$ cat src/rtl/fcrd_pkg.sv
// ----------------------------------------------------------------------------
// fcrd_pkg
// types and codes shared by the front coded rule decoder files
// ----------------------------------------------------------------------------
package fcrd_pkg;

    // fixed field widths
    localparam int LEN_W    = 7;
    localparam int SYM_IN_W = 16;

    // word kinds on s_tuser
    localparam logic KIND_HEADER = 1'b0;
    localparam logic KIND_SYMBOL = 1'b1;

    // result error codes
    localparam logic [1:0] ERR_NONE   = 2'd0;
    localparam logic [1:0] ERR_PREFIX = 2'd1;
    localparam logic [1:0] ERR_LENGTH = 2'd2;
    localparam logic [1:0] ERR_SYMBOL = 2'd3;

    typedef enum logic [1:0] {
        ST_IDLE,
        ST_PUT,
        ST_COPY
    } state_t;

endpackage

$ cat src/rtl/front_coded_rule_decoder.sv
// ----------------------------------------------------------------------------
// front_coded_rule_decoder
// expands a front coded list of grammar rules into a stream of symbols
// ----------------------------------------------------------------------------
//
//  channel  | dir | handshake          | contents
//  ---------+-----+--------------------+------------------------------------------
//  s_       | in  | s_tvalid/s_tready  | header (lengths) or one suffix symbol
//  m_       | out | m_tvalid/m_tready  | one decoded symbol or one error word
//
//  a symbol word is accepted in ST_IDLE, then handed over to the output register in ST_PUT
//  a header is accepted, then each prefix symbol is handed over in ST_COPY; the prefix is read
//  back from the rule buffer ram, one read per cycle unless the output stalls, on its single read port
//  a header with error gives one error word through ST_PUT, a header with no prefix gives none
//  m_tready low with an output word pending freezes the copy sequencer and holds the output word
//  aresetn (synchronous) clears lengths, positions and the output valid; the
//  rule buffer is not cleared, only entries already written are ever read
//
module front_coded_rule_decoder #(
    parameter int MAX_RULE_LEN = 64,
    parameter int SYMBOL_BITS  = 16
) (
    input  logic        aclk,
    input  logic        aresetn,

    input  logic        s_tvalid,
    output logic        s_tready,
    input  logic [31:0] s_tdata,   // prefix_length[6:0], suffix_count[13:7], symbol_in[29:14]
    input  logic [0:0]  s_tuser,   // kind[0]

    output logic        m_tvalid,
    input  logic        m_tready,
    output logic [15:0] m_tdata,   // symbol_out[15:0]
    output logic [3:0]  m_tuser,   // rule_first[0], rule_last[1], error[3:2]
    output logic        m_tlast    // last word caused by the input word
);

    // stored symbol width: only the kept low bits of the symbol
    localparam int SymW  = (SYMBOL_BITS < fcrd_pkg::SYM_IN_W) ? SYMBOL_BITS
                                                                 : fcrd_pkg::SYM_IN_W;
    localparam int AddrW = $clog2(MAX_RULE_LEN);
    localparam int LenW  = fcrd_pkg::LEN_W;

    // input fields
    logic                            in_kind;
    logic [LenW-1:0]                 in_prefix;
    logic [LenW-1:0]                 in_suffix;
    logic [SymW-1:0]                 in_sym;

    assign in_kind   = s_tuser[0];
    assign in_prefix = s_tdata[6:0];
    assign in_suffix = s_tdata[13:7];
    assign in_sym    = s_tdata[14 +: SymW];

    // sequencer and rule state
    fcrd_pkg::state_t state_reg, state_next;
    logic [LenW-1:0]  prev_len_reg, prev_len_next;
    logic [LenW-1:0]  wpos_reg, wpos_next;
    logic [LenW-1:0]  sfx_left_reg, sfx_left_next;

    // copy loop
    logic [LenW-1:0]  j_reg, j_next;
    logic [LenW-1:0]  pfx_cnt_reg, pfx_cnt_next;
    logic             sfx_zero_reg, sfx_zero_next;

    // pending single result (symbol word or error)
    logic [15:0]      pend_sym_reg, pend_sym_next;
    logic             pend_first_reg, pend_first_next;
    logic             pend_rlast_reg, pend_rlast_next;
    logic [1:0]       pend_err_reg, pend_err_next;

    // output register
    logic             m_valid_reg, m_valid_next;
    logic [15:0]      m_sym_reg, m_sym_next;
    logic             m_first_reg, m_first_next;
    logic             m_rlast_reg, m_rlast_next;
    logic [1:0]       m_err_reg, m_err_next;
    logic             m_last_reg, m_last_next;

    // rule buffer ports
    logic             ram_wr_en;
    logic [AddrW-1:0] ram_wr_addr;
    logic [SymW-1:0]  ram_wr_data;
    logic             ram_rd_en;
    logic [AddrW-1:0] ram_rd_addr;
    logic [SymW-1:0]  ram_rd_data;

    // helpers
    logic             s_accept;
    logic             slot_free;
    logic [LenW-1:0]  eff_prev;
    logic [LenW:0]    total;
    logic [LenW-1:0]  j_inc;
    logic             copy_final;
    logic [15:0]      rd_ext;
    logic [15:0]      sym_ext;

    assign s_tready  = (state_reg == fcrd_pkg::ST_IDLE);
    assign s_accept  = s_tvalid && s_tready;
    assign slot_free = !m_valid_reg || m_tready;

    // an unfinished rule is cut to what arrived so far
    assign eff_prev   = (sfx_left_reg != '0) ? wpos_reg : prev_len_reg;
    assign total      = {1'b0, in_prefix} + {1'b0, in_suffix};
    assign j_inc      = j_reg + LenW'(1);
    assign copy_final = (j_inc == pfx_cnt_reg);

    always_comb begin
        rd_ext = '0;
        rd_ext[SymW-1:0] = ram_rd_data;
        sym_ext = '0;
        sym_ext[SymW-1:0] = in_sym;
    end

    fcrd_ram #(
        .WIDTH (SymW),
        .DEPTH (MAX_RULE_LEN)
    ) u_buf (
        .clk     (aclk),
        .wr_en   (ram_wr_en),
        .wr_addr (ram_wr_addr),
        .wr_data (ram_wr_data),
        .rd_en   (ram_rd_en),
        .rd_addr (ram_rd_addr),
        .rd_data (ram_rd_data)
    );

    always_ff @(posedge aclk) begin
        if (!aresetn) begin
            state_reg    <= fcrd_pkg::ST_IDLE;
            prev_len_reg <= '0;
            wpos_reg     <= '0;
            sfx_left_reg <= '0;
            m_valid_reg  <= 1'b0;
        end else begin
            state_reg    <= state_next;
            prev_len_reg <= prev_len_next;
            wpos_reg     <= wpos_next;
            sfx_left_reg <= sfx_left_next;
            m_valid_reg  <= m_valid_next;
        end
    end

    // payload, no reset needed
    always_ff @(posedge aclk) begin
        j_reg          <= j_next;
        pfx_cnt_reg    <= pfx_cnt_next;
        sfx_zero_reg   <= sfx_zero_next;
        pend_sym_reg   <= pend_sym_next;
        pend_first_reg <= pend_first_next;
        pend_rlast_reg <= pend_rlast_next;
        pend_err_reg   <= pend_err_next;
        m_sym_reg      <= m_sym_next;
        m_first_reg    <= m_first_next;
        m_rlast_reg    <= m_rlast_next;
        m_err_reg      <= m_err_next;
        m_last_reg     <= m_last_next;
    end

    always_comb begin
        state_next      = state_reg;
        prev_len_next   = prev_len_reg;
        wpos_next       = wpos_reg;
        sfx_left_next   = sfx_left_reg;
        j_next          = j_reg;
        pfx_cnt_next    = pfx_cnt_reg;
        sfx_zero_next   = sfx_zero_reg;
        pend_sym_next   = pend_sym_reg;
        pend_first_next = pend_first_reg;
        pend_rlast_next = pend_rlast_reg;
        pend_err_next   = pend_err_reg;
        m_valid_next    = m_valid_reg && !m_tready;
        m_sym_next      = m_sym_reg;
        m_first_next    = m_first_reg;
        m_rlast_next    = m_rlast_reg;
        m_err_next      = m_err_reg;
        m_last_next     = m_last_reg;
        ram_wr_en       = 1'b0;
        ram_wr_addr     = wpos_reg[AddrW-1:0];
        ram_wr_data     = in_sym;
        ram_rd_en       = 1'b0;
        ram_rd_addr     = '0;

        unique case (state_reg)
            fcrd_pkg::ST_IDLE: begin
                if (s_accept) begin
                    if (in_kind == fcrd_pkg::KIND_HEADER) begin
                        // fetch the first prefix symbol right away
                        ram_rd_en      = 1'b1;
                        ram_rd_addr    = '0;
                        prev_len_next  = eff_prev;
                        sfx_left_next  = '0;
                        pend_sym_next  = '0;
                        pend_first_next = 1'b0;
                        pend_rlast_next = 1'b0;
                        if (in_prefix > eff_prev) begin
                            pend_err_next = fcrd_pkg::ERR_PREFIX;
                            state_next    = fcrd_pkg::ST_PUT;
                        end else if (total > (LenW + 1)'(MAX_RULE_LEN)) begin
                            pend_err_next = fcrd_pkg::ERR_LENGTH;
                            state_next    = fcrd_pkg::ST_PUT;
                        end else begin
                            prev_len_next = total[LenW-1:0];
                            wpos_next     = in_prefix;
                            sfx_left_next = in_suffix;
                            j_next        = '0;
                            pfx_cnt_next  = in_prefix;
                            sfx_zero_next = (in_suffix == '0);
                            // no prefix: no result, symbols follow
                            if (in_prefix != '0) begin
                                state_next = fcrd_pkg::ST_COPY;
                            end
                        end
                    end else begin
                        state_next = fcrd_pkg::ST_PUT;
                        if (sfx_left_reg == '0 ||
                            wpos_reg >= LenW'(MAX_RULE_LEN)) begin
                            pend_sym_next   = '0;
                            pend_first_next = 1'b0;
                            pend_rlast_next = 1'b0;
                            pend_err_next   = fcrd_pkg::ERR_SYMBOL;
                        end else begin
                            ram_wr_en       = 1'b1;
                            pend_sym_next   = sym_ext;
                            pend_first_next = (wpos_reg == '0);
                            pend_rlast_next = (sfx_left_reg == LenW'(1));
                            pend_err_next   = fcrd_pkg::ERR_NONE;
                            wpos_next       = wpos_reg + LenW'(1);
                            sfx_left_next   = sfx_left_reg - LenW'(1);
                        end
                    end
                end
            end

            fcrd_pkg::ST_PUT: begin
                if (slot_free) begin
                    m_valid_next = 1'b1;
                    m_sym_next   = pend_sym_reg;
                    m_first_next = pend_first_reg;
                    m_rlast_next = pend_rlast_reg;
                    m_err_next   = pend_err_reg;
                    m_last_next  = 1'b1;
                    state_next   = fcrd_pkg::ST_IDLE;
                end
            end

            fcrd_pkg::ST_COPY: begin
                // ram read data holds symbol j until the word is handed over
                if (slot_free) begin
                    m_valid_next = 1'b1;
                    m_sym_next   = rd_ext;
                    m_first_next = (j_reg == '0);
                    m_rlast_next = copy_final && sfx_zero_reg;
                    m_err_next   = fcrd_pkg::ERR_NONE;
                    m_last_next  = copy_final;
                    if (copy_final) begin
                        state_next = fcrd_pkg::ST_IDLE;
                    end else begin
                        ram_rd_en   = 1'b1;
                        ram_rd_addr = j_inc[AddrW-1:0];
                        j_next      = j_inc;
                    end
                end
            end

            default: begin
                state_next = fcrd_pkg::ST_IDLE;
            end
        endcase
    end

    assign m_tvalid = m_valid_reg;
    assign m_tdata  = m_sym_reg;
    assign m_tuser  = {m_err_reg, m_rlast_reg, m_first_reg};
    assign m_tlast  = m_last_reg;

endmodule

$ cat src/rtl/fcrd_ram.sv
// ----------------------------------------------------------------------------
// fcrd_ram
// generic single write, single read ram with registered read data
// ----------------------------------------------------------------------------
module fcrd_ram #(
    parameter int WIDTH = 16,
    parameter int DEPTH = 64
) (
    input  logic                     clk,
    input  logic                     wr_en,
    input  logic [$clog2(DEPTH)-1:0] wr_addr,
    input  logic [WIDTH-1:0]         wr_data,
    input  logic                     rd_en,
    input  logic [$clog2(DEPTH)-1:0] rd_addr,
    output logic [WIDTH-1:0]         rd_data
);

    logic [WIDTH-1:0] mem [DEPTH];

    always_ff @(posedge clk) begin
        if (wr_en) begin
            mem[wr_addr] <= wr_data;
        end
        if (rd_en) begin
            rd_data <= mem[rd_addr];
        end
    end

endmodule

$ cat config.mk
export PLATFORM = sky130hd
export DESIGN_NAME = front_coded_rule_decoder
export DESIGN_NICKNAME = d
export VERILOG_FILES = /design/src/rtl/fcrd_pkg.sv /design/src/rtl/front_coded_rule_decoder.sv /design/src/rtl/fcrd_ram.sv
export SDC_FILE = /design/constraint.sdc
export NUM_CORES = 1
export LEC_CHECK = 0
export ABC_CLOCK_PERIOD_IN_PS = 11400
export BUFFER_PORTS_ARGS = -buffer_cell sky130_fd_sc_hd__clkbuf_2
export CORE_ASPECT_RATIO = 1.75
export CORE_MARGIN = 2
export CORE_UTILIZATION = 25
export CTS_BUF_LIST = sky130_fd_sc_hd__clkbuf_2 sky130_fd_sc_hd__clkbuf_4 sky130_fd_sc_hd__clkbuf_8
export CTS_CLUSTER_DIAMETER = 50
export DETAILED_ROUTE_END_ITERATION = 12
export GPL_ROUTABILITY_DRIVEN = 0
export PLACE_DENSITY = 0.41
export SETUP_SLACK_MARGIN = 0.3
export SYNTH_ARGS = -nofsm -noshare
export SYNTH_HDL_FRONTEND = slang
export SYNTH_SLANG_ARGS = --single-unit
$ cat constraint.sdc
create_clock -name aclk -period 11.4 [get_ports aclk]
set_input_delay 0.57 -clock aclk [delete_from_list [all_inputs] [get_ports aclk]]
set_output_delay 0.57 -clock aclk [all_outputs]
set_load 0.1 [all_outputs]
==> flow_summary.json <==
{
  "fin_tns_setup_ns": 0,
  "rsz0062_at_grt": "no",
  "drt-wirelength-per-cell_um": 28.7,
  "die_width_um": 326,
  "combPwrFrac_pct": 22.8,
  "worstPathRequired_ns": 12.10,
  "drv_slew": 0,
  "cts-root-buf": "clkbuf_8",
  "core_area_sq_um": 180000,
  "ant_nets": 0,
  "clockBufferDepth": 4,
  "syn_area_per_cell_sq_um": 16.1,
  "area_delta_synth_final_pct": 15.7,
  "grt_antenna_before_repair": 8,
  "top_register": "u_buf.mem",
  "status": "completed",
  "cap_violations": 0,
  "p_int_mw": 7.06,
  "worst_ir_drop_vdd_mv": 0.123,
  "clkTransAtPathRegs_ns": 0.06,
  "worstMarginPinSlew_ns": 1.21,
  "worst_slack_ns": 5.13,
  "hold_viol": 0,
  "post_cts_buffers": 0,
  "ys_ff_latch": 1120,
  "timing.fmax_mhz": 159,
  "arrival_ns": 6.97,
  "syn_nets": 2880,
  "overflow": 0,
  "final_util_pct": 29.1,
  "drt-vias-per-instance": 4.83,
  "placed_area_sq_um": 49000,
  "finClkSkew_ns": 0.0729,
  "synth_area_sq_um": 45300,
  "grt_pass1_wl_mm": 221,
  "seq_area_frac_synth_pct": 73.7,
  "routed_wl_mm": 159,
  "hold_path_class": "input port to flop",
  "grt_pass1_vias": 27784,
  "fin_crit_sh_pct": 55.0,
  "fin_hold_ws_ns": 0.0779,
  "dpl.hpwl_mm": 99.0,
  "clkPwrFrac_pct": 31.7,
  "p_per_area_nw_per_um2": 202,
  "numClockSinks": 1120,
  "max_slew_margin_pct": 19.0,
  "cts_max_level": 4,
  "finalSetupViolCount": 0,
  "cts_tree": "built",
  "ys.flop_type": "edfxtp_1",
  "pwr-share-seq_pct": 45.5,
  "p_leak_nw": 16.9,
  "synth-edff-count": 1096,
  "drcViolationCount": 0,
  "fp.dieH_um": 567,
  "layout-drive-gt1-share_pct": 21.3,
  "cp-end-kind": "flop",
  "clk_latency_ns": 0.88,
  "synthCells": 2818,
  "numCtsBuffers": 177,
  "rows": 206,
  "design_area_sq_um": 52400,
  "crit_type": "flop to flop",
  "start_util_pct": 25.2,
  "num_vias": 26766,
  "switching_share_pct": 33.1,
  "p_sw_mw": 3.50,
  "drt_iter0_markers": 2100,
  "die-area_sq_um": 185000,
  "synthDistinctLibCells": 87,
  "io_pins": 60,
  "port_buffers": 57,
  "grt_start_max_net_pins": 100,
  "ys.warnings.count": 0,
  "drtPass1Iterations": 5,
  "pre_cts_ws_ns": 5.06,
  "worstPathMaxFanout": 89,
  "start_kind": "flop",
  "largest_register_ffs": 1024,
  "ys_async_sr_fraction_pct": 0,
  "period_minus_slack_ns": 6.27,
  "grt_usage_pct": 16.9,
  "nets": 3089
}
==> routing by layer <==
layer / share of wire (%) / up-vias / track usage, %
li1: - / 11630 / -
met1: 39 / 14048 / 19.4
met2: 52 / 790 / 30.4
met3: 3.9 / 296 / 2.04
met4: 5.9 / 2 / 9.15
met5: 0.0082 / - / 0
==> metrics by stage <==
| stage | cells | power (mW) |
|---|---|---|
| detailed placement | 5227 | 7.32 |
| global route | 5543 | 10.9 |
| finish | 5544 | 10.6 |
| CTS | 5542 | 10.7 |
| global placement | 5227 | 7.32 |
| floorplan | 2818 | 6.27 |
==> cells in the final DEF, fill, tap and decap left out, types with 24 or more instances in the layout <==
cell type / count
edfxtp_1: 1096
clkinv_1: 42
buf_4: 132
nor2_2: 33
nand3_1: 68
and3_1: 46
a221oi_1: 44
clkbuf_4: 57
a31oi_1: 44
clkbuf_8: 181
a21oi_1: 78
o21ai_0: 97
mux2i_1: 93
mux4_2: 86
dfxtp_1: 24
and2_1: 28
a211oi_1: 83
nand2_1: 245
nor2_1: 140
clkbuf_2: 41
nor3_1: 25
mux2_2: 60
==> critical path: stages (launching register included) <==
cell and delay [ns]:
edfxtp_1 0.44, buf_12 0.47, ha_1 0.50, nand3_1 0.29
o31ai_1 0.45, nor4b_4 0.10, o2111a_2 0.18, buf_4 0.32
nor2_4 0.43, buf_4 0.50, buf_4 0.63, nand2_1 0.11
a31oi_1 0.80, a221oi_1 0.37, nor4_1 0.36
==> cell type report <==
type	count	area, sq um
clock buffers	238	2920
fillers	18205	127000
well taps	2392	2990
flip-flops and latches	1120	33400
clock inverters	64	382
diodes	2	5.00
multi-input cells	1501	11200
inverters	22	82.6
repair buffers	205	1470
==> what timing repair did <==
| item | CTS | global route |
|---|---|---|
| setup endpoints to repair | 0 | 0 |
| hold endpoints to repair | 13 | 0 |
| gates resized for setup | 0 | 0 |
| hold buffers | 13 | 0 |
==> path summary, 6_finish.rpt <==
path | cells after the start | to | start | slack, ns
max | 14 | u_buf.rd_data[7] | j_reg[0] | 5.13
max reg2reg | 14 | u_buf.rd_data[7] | j_reg[0] | 5.13
min | 1 | pfx_cnt_reg[1] | s_tdata[1] | 0.08
min reg2reg | 2 | prev_len_reg[6] | prev_len_reg[6] | 0.47
==> synthesized netlist by cell type, types with 7 or more instances <==
library cell  number  share of area (%)
edfxtp_1        1096                 73
nand2_1          248                2.1
nor2_1           173                1.4
o21ai_0           98                1.1
mux2i_1           93                2.1
mux4_2            86                4.3
a211oi_1          83                1.4
a21oi_1           78               0.86
clkbuf_1          75               0.62
nand3_1           69               0.76
buf_2             65               0.72
mux2_2            60                1.5
and3_1            46               0.64
a221oi_1          44               0.85
a31oi_1           44               0.61
and2_1            29               0.40
nor3_1            25               0.28
dfxtp_1           24                1.1
ha_1              24               0.66
nor4_1            22               0.30
o22ai_1           22               0.30
inv_1             19               0.16
nor2b_1           18               0.25
o221ai_1          18               0.35
or3_1             18               0.25
buf_4             17               0.28
a22oi_1           14               0.23
buf_1             14               0.12
o31ai_1           14               0.23
a211o_1           11               0.21
xnor2_1           11               0.21
a311oi_1          10               0.19
a32oi_1            9               0.17
a21o_1             8               0.13
a221o_1            8               0.18
nand4_1            7              0.097
xor2_1             7               0.14
==> kinds of logic after synthesis <==
| family | Yosys count | share of synthesized area [%] |
|---|---|---|
| flip-flops | 1120 | 73.7 |
| XOR/XNOR | 21 | 0.503 |
| buffers and inverters | 197 | 2.03 |
| AND/OR/NAND/NOR | 691 | 7.17 |
| multiplexers | 239 | 7.82 |
| AO/OA/AOI/OAI | 525 | 8.05 |
| adder cells (fa/ha/maj) | 25 | 0.707 |
==> power groups by stage <==
stage / Sequential (mW) / Clock [mW] / Combinational [mW]
after floorplan: 5.11 / 0 / 1.16
after global placement: 4.90 / 0 / 2.42
after detailed placement: 4.89 / 0 / 2.43
after CTS: 4.81 / 3.46 / 2.44
after global routing: 4.82 / 3.59 / 2.52
final: 4.81 / 3.35 / 2.41
Power figures use the tool's default switching activity.
